--- config.mk ---
export PLATFORM = sky130hd
export DESIGN_NAME = tls12_server_key_exchange_parser_unit
export DESIGN_NICKNAME = d
export VERILOG_FILES = /design/src/rtl/tsxp_pkg.sv /design/src/rtl/tsxp_step.sv /design/src/rtl/tls12_server_key_exchange_parser_unit.sv
export SDC_FILE = /design/constraint.sdc
export NUM_CORES = 1
export LEC_CHECK = 0
export BUFFER_PORTS_ARGS = -buffer_cell sky130_fd_sc_hd__buf_2
export CORE_ASPECT_RATIO = 1.25
export CORE_UTILIZATION = 40
export DETAILED_ROUTE_END_ITERATION = 16
export MAX_ROUTING_LAYER = met4
export PLACE_DENSITY = 0.61
export SYNTH_ARGS = -nofsm -noshare
export SYNTH_HDL_FRONTEND = slang
export SYNTH_SLANG_ARGS = --single-unit
--- constraint.sdc ---
create_clock -name clock -period 5.2 [get_ports clock]
set_input_delay 1.04 -clock clock [delete_from_list [all_inputs] [get_ports clock]]
set_output_delay 1.04 -clock clock [all_outputs]
set_load 0.1 [all_outputs]
--- src/rtl/tsxp_pkg.sv ---
// Shared types and codes for the ServerKeyExchange body parser.
package tsxp_pkg;

   localparam int unsigned ByteWidth  = 8;
   localparam int unsigned WordWidth  = 16;
   localparam int unsigned PhaseWidth = 3;
   localparam int unsigned KindWidth  = 3;
   localparam int unsigned StatWidth  = 3;

   localparam logic [ByteWidth-1:0] NAMED_CURVE_TYPE = 8'd3;

   // Parser phases
   localparam logic [PhaseWidth-1:0] PH_CTYPE = 3'd0;
   localparam logic [PhaseWidth-1:0] PH_CURVE = 3'd1;
   localparam logic [PhaseWidth-1:0] PH_KLEN  = 3'd2;
   localparam logic [PhaseWidth-1:0] PH_KEY   = 3'd3;
   localparam logic [PhaseWidth-1:0] PH_ALG   = 3'd4;
   localparam logic [PhaseWidth-1:0] PH_SLEN  = 3'd5;
   localparam logic [PhaseWidth-1:0] PH_SIG   = 3'd6;
   localparam logic [PhaseWidth-1:0] PH_DONE  = 3'd7;

   // Field tags on the result
   localparam logic [KindWidth-1:0] KIND_CTYPE   = 3'd0;
   localparam logic [KindWidth-1:0] KIND_CURVE   = 3'd1;
   localparam logic [KindWidth-1:0] KIND_KLEN    = 3'd2;
   localparam logic [KindWidth-1:0] KIND_KEY     = 3'd3;
   localparam logic [KindWidth-1:0] KIND_ALG     = 3'd4;
   localparam logic [KindWidth-1:0] KIND_SLEN    = 3'd5;
   localparam logic [KindWidth-1:0] KIND_SIG     = 3'd6;
   localparam logic [KindWidth-1:0] KIND_IGNORED = 3'd7;

   // Status codes
   localparam logic [StatWidth-1:0] ST_OK         = 3'd0;
   localparam logic [StatWidth-1:0] ST_BAD_CTYPE  = 3'd1;
   localparam logic [StatWidth-1:0] ST_ZERO_KLEN  = 3'd2;
   localparam logic [StatWidth-1:0] ST_ZERO_SLEN  = 3'd3;
   localparam logic [StatWidth-1:0] ST_BODY_SHORT = 3'd4;
   localparam logic [StatWidth-1:0] ST_BODY_LONG  = 3'd5;

   typedef struct packed {
      logic [PhaseWidth-1:0] phase;
      logic [WordWidth-1:0]  bytes_left;
      logic [StatWidth-1:0]  error_code;
      logic [WordWidth-1:0]  curve;
      logic [WordWidth-1:0]  scheme;
      logic [ByteWidth-1:0]  key_len;
      logic [WordWidth-1:0]  sig_len;
   } parse_state_type;

   typedef struct packed {
      logic [ByteWidth-1:0] byte_out;
      logic [KindWidth-1:0] field_kind;
      logic                 done_res;
      logic [StatWidth-1:0] status;
      logic [WordWidth-1:0] curve_id;
      logic [WordWidth-1:0] signature_scheme;
      logic [ByteWidth-1:0] key_length;
      logic [WordWidth-1:0] signature_length;
   } result_type;

   localparam parse_state_type STATE_RESET = '{
      phase:      PH_CTYPE,
      bytes_left: '0,
      error_code: ST_OK,
      curve:      '0,
      scheme:     '0,
      key_len:    '0,
      sig_len:    '0
   };

endpackage

--- src/rtl/tsxp_step.sv ---
// Per-byte parse step: next parser state and the tagged result for one request.
module tsxp_step
   import tsxp_pkg::*;
(
   input  parse_state_type      state_cur,
   input  logic [ByteWidth-1:0] body_byte,
   input  logic                 body_last,
   output parse_state_type      state_nxt,
   output result_type           result
);

   parse_state_type      upd;
   logic [KindWidth-1:0] kind;
   logic [WordWidth-1:0] left_dec;
   logic [WordWidth-1:0] slen_new;

   assign left_dec = state_cur.bytes_left - WordWidth'(1);
   assign slen_new = {state_cur.sig_len[ByteWidth-1:0], body_byte};

   always_comb begin
      upd  = state_cur;
      kind = KIND_IGNORED;
      if (state_cur.error_code == ST_OK) begin
         kind = state_cur.phase;
         unique case (state_cur.phase)
            PH_CTYPE: begin
               if (body_byte != NAMED_CURVE_TYPE) begin
                  upd.error_code = ST_BAD_CTYPE;
               end else begin
                  upd.phase      = PH_CURVE;
                  upd.bytes_left = WordWidth'(2);
               end
            end
            PH_CURVE: begin
               upd.curve      = {state_cur.curve[ByteWidth-1:0], body_byte};
               upd.bytes_left = left_dec;
               if (left_dec == '0) upd.phase = PH_KLEN;
            end
            PH_KLEN: begin
               upd.key_len = body_byte;
               if (body_byte == '0) begin
                  upd.error_code = ST_ZERO_KLEN;
               end else begin
                  upd.phase      = PH_KEY;
                  upd.bytes_left = WordWidth'(body_byte);
               end
            end
            PH_KEY: begin
               upd.bytes_left = left_dec;
               if (left_dec == '0) begin
                  upd.phase      = PH_ALG;
                  upd.bytes_left = WordWidth'(2);
               end
            end
            PH_ALG: begin
               upd.scheme     = {state_cur.scheme[ByteWidth-1:0], body_byte};
               upd.bytes_left = left_dec;
               if (left_dec == '0) begin
                  upd.phase      = PH_SLEN;
                  upd.bytes_left = WordWidth'(2);
               end
            end
            PH_SLEN: begin
               upd.sig_len    = slen_new;
               upd.bytes_left = left_dec;
               if (left_dec == '0) begin
                  if (slen_new == '0) begin
                     upd.error_code = ST_ZERO_SLEN;
                  end else begin
                     upd.phase      = PH_SIG;
                     upd.bytes_left = slen_new;
                  end
               end
            end
            PH_SIG: begin
               upd.bytes_left = left_dec;
               if (left_dec == '0) upd.phase = PH_DONE;
            end
            PH_DONE: begin
               // trailing byte after a complete body
               upd.error_code = ST_BODY_LONG;
               kind           = KIND_IGNORED;
            end
            default: begin
               upd.error_code = ST_BODY_LONG;
               kind           = KIND_IGNORED;
            end
         endcase
      end
      if (body_last && upd.error_code == ST_OK && upd.phase != PH_DONE) begin
         upd.error_code = ST_BODY_SHORT;
      end
   end

   assign result = '{
      byte_out:         body_byte,
      field_kind:       kind,
      done_res:         body_last,
      status:           upd.error_code,
      curve_id:         upd.curve,
      signature_scheme: upd.scheme,
      key_length:       upd.key_len,
      signature_length: upd.sig_len
   };

   // return to the reset state once the body ends
   assign state_nxt = body_last ? STATE_RESET : upd;

endmodule

--- src/rtl/tls12_server_key_exchange_parser_unit.sv ---
// Top level of the ServerKeyExchange body parser: request register, parse step, result register.
//
//   channel | ports  | carries
//   --------+--------+------------------------------------------------
//   input   | req_*  | one body byte and its last-byte flag
//   output  | rsp_*  | byte, field tag, status and parsed header fields
//
// One request a cycle is sustained while rsp_ready is high; each result follows the request register.
// The parse state register closes the only loop, one short step per byte.
// Reset clears the request and result valids and the parse state; no clearing pass.
// A stalled result holds the request register; both stages fill before req_ready drops.
module tls12_server_key_exchange_parser_unit
   import tsxp_pkg::*;
(
   input  logic                 clock,
   input  logic                 reset,
   input  logic                 req_valid,
   output logic                 req_ready,
   input  logic [ByteWidth-1:0] req_body_byte,
   input  logic                 req_body_last,
   output logic                 rsp_valid,
   input  logic                 rsp_ready,
   output logic [ByteWidth-1:0] rsp_byte_out,
   output logic [KindWidth-1:0] rsp_field_kind,
   output logic                 rsp_done_res,
   output logic [StatWidth-1:0] rsp_status,
   output logic [WordWidth-1:0] rsp_curve_id,
   output logic [WordWidth-1:0] rsp_signature_scheme,
   output logic [ByteWidth-1:0] rsp_key_length,
   output logic [WordWidth-1:0] rsp_signature_length
);

   logic                 in_valid_ff;
   logic                 in_valid_in;
   logic [ByteWidth-1:0] in_byte_ff;
   logic                 in_last_ff;
   parse_state_type      state_ff;
   parse_state_type      state_in;
   result_type           res_ff;
   result_type           res_in;
   logic                 out_valid_ff;
   logic                 out_valid_in;
   logic                 advance;
   logic                 req_take;

   assign advance   = in_valid_ff && (!out_valid_ff || rsp_ready);
   assign req_ready = !in_valid_ff || advance;
   assign req_take  = req_valid && req_ready;

   tsxp_step u_step (
      .state_cur (state_ff),
      .body_byte (in_byte_ff),
      .body_last (in_last_ff),
      .state_nxt (state_in),
      .result    (res_in)
   );

   always_comb begin
      in_valid_in = in_valid_ff;
      if (req_take) in_valid_in = 1'b1;
      else if (advance) in_valid_in = 1'b0;
      out_valid_in = out_valid_ff;
      if (advance) out_valid_in = 1'b1;
      else if (rsp_ready) out_valid_in = 1'b0;
   end

   always_ff @(posedge clock) begin
      if (reset) begin
         in_valid_ff  <= 1'b0;
         out_valid_ff <= 1'b0;
         state_ff     <= STATE_RESET;
      end else begin
         in_valid_ff  <= in_valid_in;
         out_valid_ff <= out_valid_in;
         if (advance) state_ff <= state_in;
      end
   end

   always_ff @(posedge clock) begin
      if (req_take) begin
         in_byte_ff <= req_body_byte;
         in_last_ff <= req_body_last;
      end
      if (advance) res_ff <= res_in;
   end

   assign rsp_valid            = out_valid_ff;
   assign rsp_byte_out         = res_ff.byte_out;
   assign rsp_field_kind       = res_ff.field_kind;
   assign rsp_done_res         = res_ff.done_res;
   assign rsp_status           = res_ff.status;
   assign rsp_curve_id         = res_ff.curve_id;
   assign rsp_signature_scheme = res_ff.signature_scheme;
   assign rsp_key_length       = res_ff.key_length;
   assign rsp_signature_length = res_ff.signature_length;

`ifndef SYNTHESIS
   a_restart_after_last: assert property (@(posedge clock) disable iff (reset)
      advance && in_last_ff |=> state_ff == STATE_RESET)
      else $error("parse state not restored after last byte");

   a_error_freezes_state: assert property (@(posedge clock) disable iff (reset)
      advance && !in_last_ff && state_ff.error_code != ST_OK |=> $stable(state_ff))
      else $error("state moved after a latched error");

   a_short_only_on_last: assert property (@(posedge clock) disable iff (reset)
      rsp_valid && !rsp_done_res |-> rsp_status != ST_BODY_SHORT)
      else $error("body short reported before the last byte");

   a_ignored_has_error: assert property (@(posedge clock) disable iff (reset)
      rsp_valid && rsp_field_kind == KIND_IGNORED |-> rsp_status != ST_OK)
      else $error("ignored byte without an error status");
`endif

endmodule
== After elaboration in Yosys (flattened, before gate mapping) ==
Index checks and enable logic that the tools add are counted.

* Register bits: 160
* Bits of input ports: 13

* $add $sub $neg: 1
* Eq/ne operators: 11
* Mux-type cells: 24
* Bitwise gates (word level): 1
* Reduce and logical (&&, ||, !) cells: 20

{| class="wikitable"
|+ Operators by type and width
! operator !! count
|-
| 2-to-1 mux 78 bit || 2
|-
| case mux 19 bit (7 select lines) || 1
|-
| 2-to-1 mux 19 bit || 5
|-
| 2-to-1 mux 16 bit || 3
|-
| logical NOT 16 bit || 2
|-
| 2-to-1 mux 22 bit || 1
|-
| 2-to-1 mux 3 bit || 6
|-
| subtractor 16 x 1 -> 16 bit, second input constant || 1
|-
| == test 3 bit, second input constant || 4
|-
| case mux 3 bit (4 select lines) || 1
|-
| logical NOT 3 bit || 3
|-
| inequality test 3 bit, second input constant || 3
|-
| logical NOT 8 bit || 1
|-
| 2-to-1 mux 8 bit || 1
|-
| inequality test 8 x 2 -> 1 bit, second input constant || 1
|-
| nonzero test 8 bit || 1
|-
| == test 3 x 2 -> 1 bit, second input constant || 2
|-
| nonzero test 2 bit || 3
|-
| AND reduction 5 bit || 1
|-
| logical AND 1 bit || 4
|-
| 2-to-1 mux 1 bit || 4
|-
| == test 3 x 1 -> 1 bit, second input constant || 1
|-
| logical NOT 1 bit || 2
|-
| logical OR 1 bit || 2
|-
| other kinds (2) || 2
|}

== Longest topological paths before layout ==
* Depth in word-level cells: 10
* Depth in mapped cells: 10

== By module ==
A second synthesis with hierarchy kept.

* Cell total of the unflattened synthesis: 835
* Area, all modules: 8,669.6 um^2

{| class="wikitable"
|+ Modules (own cells, without submodules)
! module !! instances !! cells an instance !! area each (um^2) !! seq. area each (um^2)
|-
| tls12_server_key_exchange_parser_unit || 1 || 428 || 5,953.2 || 4,003.8
|-
| tsxp_step || 1 || 407 || 2,716.4 || 0.0
|}

== Worst setup path before layout ==
OpenSTA, ideal clock, no wires.

* Path kind: input-to-reg
* Start: input port rsp_ready
* End: register state_ff[59] in the netlist's numbering
* Setup time: 140 ps
* Arrival: 3,817 ps
* Required time: 5,060 ps
* Setup slack: 1,243 ps
* Cell stages on the path: 7
* Path buffers: 0
* Cell sequence: nand2b_1 -> nand2_1 -> inv_1 -> a22oi_1 -> nor2b_1 -> nand2_1 -> o221ai_1

* Cells in the longest elaborated chain, start to end: 3

{| class="wikitable"
|+ RTL lines
! element !! RTL line !! source
|-
| start, declared || tls12_server_key_exchange_parser_unit.sv:22 || <nowiki>input logic rsp_ready,</nowiki>
|-
| logical OR 1 bit || tls12_server_key_exchange_parser_unit.sv:46 || <nowiki>assign advance = in_valid_ff && (!out_valid_ff || rsp_ready);</nowiki>
|-
| logical AND 1 bit || tls12_server_key_exchange_parser_unit.sv:46 ||
|-
| via advance || tls12_server_key_exchange_parser_unit.sv:43 || <nowiki>logic advance;</nowiki>
|-
| AND reduction 5 bit (no line) || - ||
|-
| end signal, assigned || tls12_server_key_exchange_parser_unit.sv:75 || <nowiki>if (advance) state_ff <= state_in;</nowiki>
|-
| end, declared || tls12_server_key_exchange_parser_unit.sv:37 || <nowiki>parse_state_type state_ff;</nowiki>
|}

The timed path passes the listed nets, and every way through them passes these cells.
A chain may end at the register's enable or synchronous reset.

==> metrics.txt <==
# TYPE chip_impl_metric gauge
chip_impl_info{name="run_status",value="complete, no violations"} 1
chip_impl_metric{name="net_switching_power",unit="mW"} 0.733
chip_impl_metric{name="drive_above_1_share",unit=""} 0.259
chip_impl_metric{name="timing.fmax",unit="MHz"} 272
chip_impl_metric{name="n_antenna_cell",unit=""} 0
chip_impl_metric{name="ir_drop",unit="mV"} 0.206
chip_impl_metric{name="tritoncts.num_buffers",unit=""} 17
chip_impl_info{name="crit_path_start_kind",value="flip-flop"} 1
chip_impl_metric{name="fin_setup_tns",unit="ns"} 0
chip_impl_metric{name="seq_power_share",unit=""} 0.487
chip_impl_metric{name="fp.dieH",unit="um"} 150
chip_impl_metric{name="place.gp.congestion",unit=""} 0.871
chip_impl_metric{name="final_clock_period_utilization_by_the_worst_path",unit=""} 0.708
chip_impl_metric{name="cts_num_sinks",unit=""} 160
chip_impl_metric{name="worstSkewPairLatency",unit="ns"} 0.43
chip_impl_metric{name="pwr-share-comb",unit=""} 0.086
chip_impl_info{name="cts_root_buffer",value="sky130_fd_sc_hd__clkbuf_16"} 1
chip_impl_metric{name="place.detailed.hpwl",unit="um"} 12000
chip_impl_info{name="yosysTopAreaCell",value="sky130_fd_sc_hd__edfxtp_1"} 1
chip_impl_metric{name="grt_util_all_layers",unit=""} 0.209
chip_impl_info{name="startpoint",value="state_ff[60]$_SDFFE_PP0P_"} 1
chip_impl_metric{name="wirelength",unit="um"} 18100
chip_impl_metric{name="worst-endpoint-required",unit="ns"} 5.37
chip_impl_metric{name="power.leakage",unit="nW"} 3.06
chip_impl_metric{name="number_of_antenna_violating_nets_in_the_routed_design",unit=""} 0
chip_impl_metric{name="cell_area_synth",unit="um^2"} 7000
chip_impl_metric{name="crit_arrival",unit="ns"} 3.85
chip_impl_metric{name="max_cap_violations",unit=""} 0
chip_impl_metric{name="grt_max_degree",unit=""} 76
chip_impl_metric{name="wl_per_cell",unit="um"} 19.3
chip_impl_info{name="critical_path_class",value="reg2reg"} 1
chip_impl_metric{name="part_of_the_total_power_dissipated_in_the_clock_network",unit=""} 0.427
chip_impl_metric{name="number_of_synthesized_flops_with_an_enable_pin",unit=""} 80
chip_impl_metric{name="die_w",unit="um"} 120
chip_impl_metric{name="initial_utilization",unit=""} 0.412
chip_impl_metric{name="flow.area_growth_from_synthesis",unit="%"} 16.3
chip_impl_metric{name="cts-hold-fix-buffers",unit=""} 0
chip_impl_metric{name="htree_levels",unit=""} 4
chip_impl_metric{name="worstPathMaxFanout",unit=""} 9
chip_impl_metric{name="fill_cell_count",unit=""} 1570
chip_impl_metric{name="number_of_port_buffers",unit=""} 85
chip_impl_info{name="tritoncts",value="done"} 1
chip_impl_metric{name="timing_worst_slew_pin_value",unit="ns"} 1.19
chip_impl_metric{name="synthesized_netlist_net_count",unit=""} 646
chip_impl_info{name="timing.hold.worst.class",value="reg2reg"} 1
chip_impl_metric{name="powerDensity",unit="nW/um^2"} 346
chip_impl_metric{name="yosys_warnings",unit=""} 0
chip_impl_info{name="rsz_0062_raised_after_global_routing",value="no"} 1
chip_impl_metric{name="final-max-slew-violation-count",unit=""} 0
chip_impl_metric{name="synthesis.area_per_instance",unit="um^2"} 11.1
chip_impl_info{name="ys_top_cells_by_count",value="sky130_fd_sc_hd__nor2_1, sky130_fd_sc_hd__dfxtp_1, sky130_fd_sc_hd__edfxtp_1"} 1
chip_impl_metric{name="core.rowCount",unit=""} 53
chip_impl_metric{name="global_route_wire_length_before_repair",unit="um"} 27500
chip_impl_metric{name="top_level_ports",unit=""} 86
chip_impl_metric{name="ys_types",unit=""} 73
chip_impl_metric{name="cts.repair.resized",unit=""} 0
chip_impl_metric{name="drt-vias-per-instance",unit=""} 5.74
chip_impl_info{name="yosysMostFrequentCell",value="sky130_fd_sc_hd__nor2_1"} 1
chip_impl_metric{name="async_reset_ff_frac",unit=""} 0
chip_impl_metric{name="internal-power",unit="mW"} 2.08
chip_impl_metric{name="maxSlewHeadroom",unit=""} 0.207
chip_impl_metric{name="p_sw_frac",unit=""} 0.260
chip_impl_metric{name="yosys_register_bits",unit=""} 160
chip_impl_metric{name="post-route-min-period",unit="ns"} 3.68
chip_impl_metric{name="fp.coreArea",unit="um^2"} 17000
chip_impl_metric{name="cts-root-to-sink-buffers",unit=""} 2
chip_impl_metric{name="post_synthesis_sequential_area_ratio",unit=""} 0.572
chip_impl_info{name="netlist_top_cells_area",value="sky130_fd_sc_hd__edfxtp_1, sky130_fd_sc_hd__dfxtp_1, sky130_fd_sc_hd__mux2_2"} 1
chip_impl_metric{name="cts_post_setup_buffers_inserted",unit=""} 0
chip_impl_metric{name="gr-total-overflow",unit=""} 0
chip_impl_metric{name="yosysTopAreaCellShare",unit=""} 0.343
chip_impl_metric{name="worst_setup_hold_path_clk_slew",unit="ns"} 0.06
chip_impl_metric{name="antenna_found_initial",unit=""} 0
chip_impl_metric{name="detailedRoute.firstPassIterationCount",unit=""} 5
chip_impl_metric{name="finalPower",unit="mW"} 2.82
chip_impl_metric{name="num-nets-final",unit=""} 716
chip_impl_info{name="rr_startpoint",value="state_ff[60]$_SDFFE_PP0P_"} 1
chip_impl_metric{name="drt_first_iter_violations",unit=""} 365
chip_impl_info{name="hold_path.startpoint",value="state_ff[74]$_SDFFE_PP0P_"} 1
chip_impl_metric{name="finalClockSkew",unit="ns"} 0.00757
chip_impl_info{name="timing.critical_path.to_type",value="flip-flop"} 1
chip_impl_metric{name="syn_inst",unit=""} 631
chip_impl_metric{name="floorplan.die_area",unit="um^2"} 18000
chip_impl_metric{name="vias",unit=""} 5361
chip_impl_metric{name="first_global_vias",unit=""} 5046
chip_impl_info{name="commonest_register_cell_after_synthesis",value="sky130_fd_sc_hd__edfxtp_1"} 1
chip_impl_metric{name="drc",unit=""} 0
chip_impl_metric{name="setup_violations",unit=""} 0
chip_impl_metric{name="timing.final.hold_violations",unit=""} 0
[per-stage QoR]
stage                     utilization  area, um^2  setup WS [ns]  instances  hold WS, ns
final                           0.480        8150           1.52        934        0.484
after global routing            0.480        8150           1.26        934        0.509
after CTS                       0.480        8150           1.61        934        0.480
after detailed placement        0.447        7590           1.59        902        0.472
after global placement          0.447        7590           1.42        902        0.456
after floorplan                     -        7000           1.24        631        0.424
[final timing paths]
| path | to | slack [ns] | depth (start not counted) |
|---|---|---|---|
| setup / recovery | rsp_status[2]$_DFFE_PP_ | 1.52 | 9 |
| hold reg to reg | state_ff[74]$_SDFFE_PP0P_ | 0.48 | 2 |
| setup reg to reg | rsp_status[2]$_DFFE_PP_ | 1.52 | 9 |
| hold / removal | state_ff[74]$_SDFFE_PP0P_ | 0.48 | 2 |
[cell type report]
cell class / instances / area [um^2] / area share
clock inverters: 10 / 111 / 0.0137
repair buffers: 91 / 470 / 0.0578
multi-input cells: 414 / 2780 / 0.341
inverters: 17 / 63.8 / 0.00783
clock buffers: 22 / 444 / 0.0545
well taps: 220 / 275 / 0.0338
flip-flops and latches: 160 / 4000 / 0.492
[critical path, cell delays in order, from the launching register on]
cell and delay [ns]:
sky130_fd_sc_hd__dfxtp_1 0.37, sky130_fd_sc_hd__inv_1 0.13, sky130_fd_sc_hd__ha_1 0.38, sky130_fd_sc_hd__nor3b_1 0.51
sky130_fd_sc_hd__a31oi_1 0.14, sky130_fd_sc_hd__a311oi_1 0.41, sky130_fd_sc_hd__nand4_1 0.45, sky130_fd_sc_hd__or4_4 0.69
sky130_fd_sc_hd__a21oi_1 0.21, sky130_fd_sc_hd__o41ai_1 0.11
[per-layer routing]
layer | global-route usage | wire length (um) | vias up
met2 | 0.347 | 9010 | 160
li1 | - | - | 2518
met4 | 0.0660 | 285 | 0
met1 | 0.253 | 7900 | 2652
met3 | 0.0446 | 875 | 31
met5 | - | 0 | -
[state kept, by name, indices dropped and copies added, names as in the netlist]
| name | cells |
|---|---|
| rsp_curve_id | 16 |
| rsp_byte_out | 8 |
| rsp_done_res | 1 |
| rsp_signature_length | 16 |
| rsp_status | 3 |
| in_valid_ff | 1 |
| rsp_valid | 1 |
| state_ff | 78 |
| rsp_key_length | 8 |
| in_byte_ff | 8 |
| in_last_ff | 1 |
| rsp_field_kind | 3 |
| rsp_signature_scheme | 16 |
[power groups by stage]
stage,Combinational (mW),Sequential (mW),Clock [mW]
2_1_floorplan,0.0459,1.54,0
3_3_place_gp,0.244,1.40,0
3_5_place_dp,0.244,1.40,0
4_1_cts,0.245,1.37,1.21
5_1_grt,0.251,1.37,1.26
6_report,0.243,1.37,1.20
[logic make-up (layout without fill, tap and decap cells)]
logic type,Yosys count,in the layout,synth area share
AOI/OAI and AO/OA,153,153,0.161
xor gates and xnor gates,8,8,0.0100
adders and majority gates,2,2,0.00357
buffers and inverters,57,140,0.0332
DFF,160,160,0.572
muxes,48,48,0.0768
and+or+nand+nor,203,203,0.144
[cell usage in the layout, fill, tap and decap left out, types with 3 or more instances in the layout]
cell type	instances
sky130_fd_sc_hd__xnor2_1	5
sky130_fd_sc_hd__nand2b_1	3
sky130_fd_sc_hd__nor2b_1	5
sky130_fd_sc_hd__and2_1	4
sky130_fd_sc_hd__nand4_1	3
sky130_fd_sc_hd__dfxtp_1	80
sky130_fd_sc_hd__nor2_1	84
sky130_fd_sc_hd__o211ai_1	5
sky130_fd_sc_hd__or3_1	4
sky130_fd_sc_hd__nor4_1	10
sky130_fd_sc_hd__a31o_2	3
sky130_fd_sc_hd__edfxtp_1	80
sky130_fd_sc_hd__o21a_1	3
sky130_fd_sc_hd__a221oi_1	6
sky130_fd_sc_hd__xor2_1	3
sky130_fd_sc_hd__nand3_1	12
sky130_fd_sc_hd__nand2_1	39
sky130_fd_sc_hd__nand4b_1	4
sky130_fd_sc_hd__a22oi_1	57
sky130_fd_sc_hd__buf_4	6
sky130_fd_sc_hd__buf_2	85
sky130_fd_sc_hd__a31oi_1	4
sky130_fd_sc_hd__a21boi_0	6
sky130_fd_sc_hd__o221ai_1	3
sky130_fd_sc_hd__clkbuf_1	5
sky130_fd_sc_hd__or2_2	3
sky130_fd_sc_hd__or4_1	3
sky130_fd_sc_hd__o21ai_0	22
sky130_fd_sc_hd__a21oi_1	13
sky130_fd_sc_hd__nor3_1	11
sky130_fd_sc_hd__inv_1	15
sky130_fd_sc_hd__mux2_2	46
sky130_fd_sc_hd__o32ai_1	5
sky130_fd_sc_hd__clkinv_2	3
sky130_fd_sc_hd__clkbuf_16	17
Note: power is estimated with default switching activity, not from simulation.
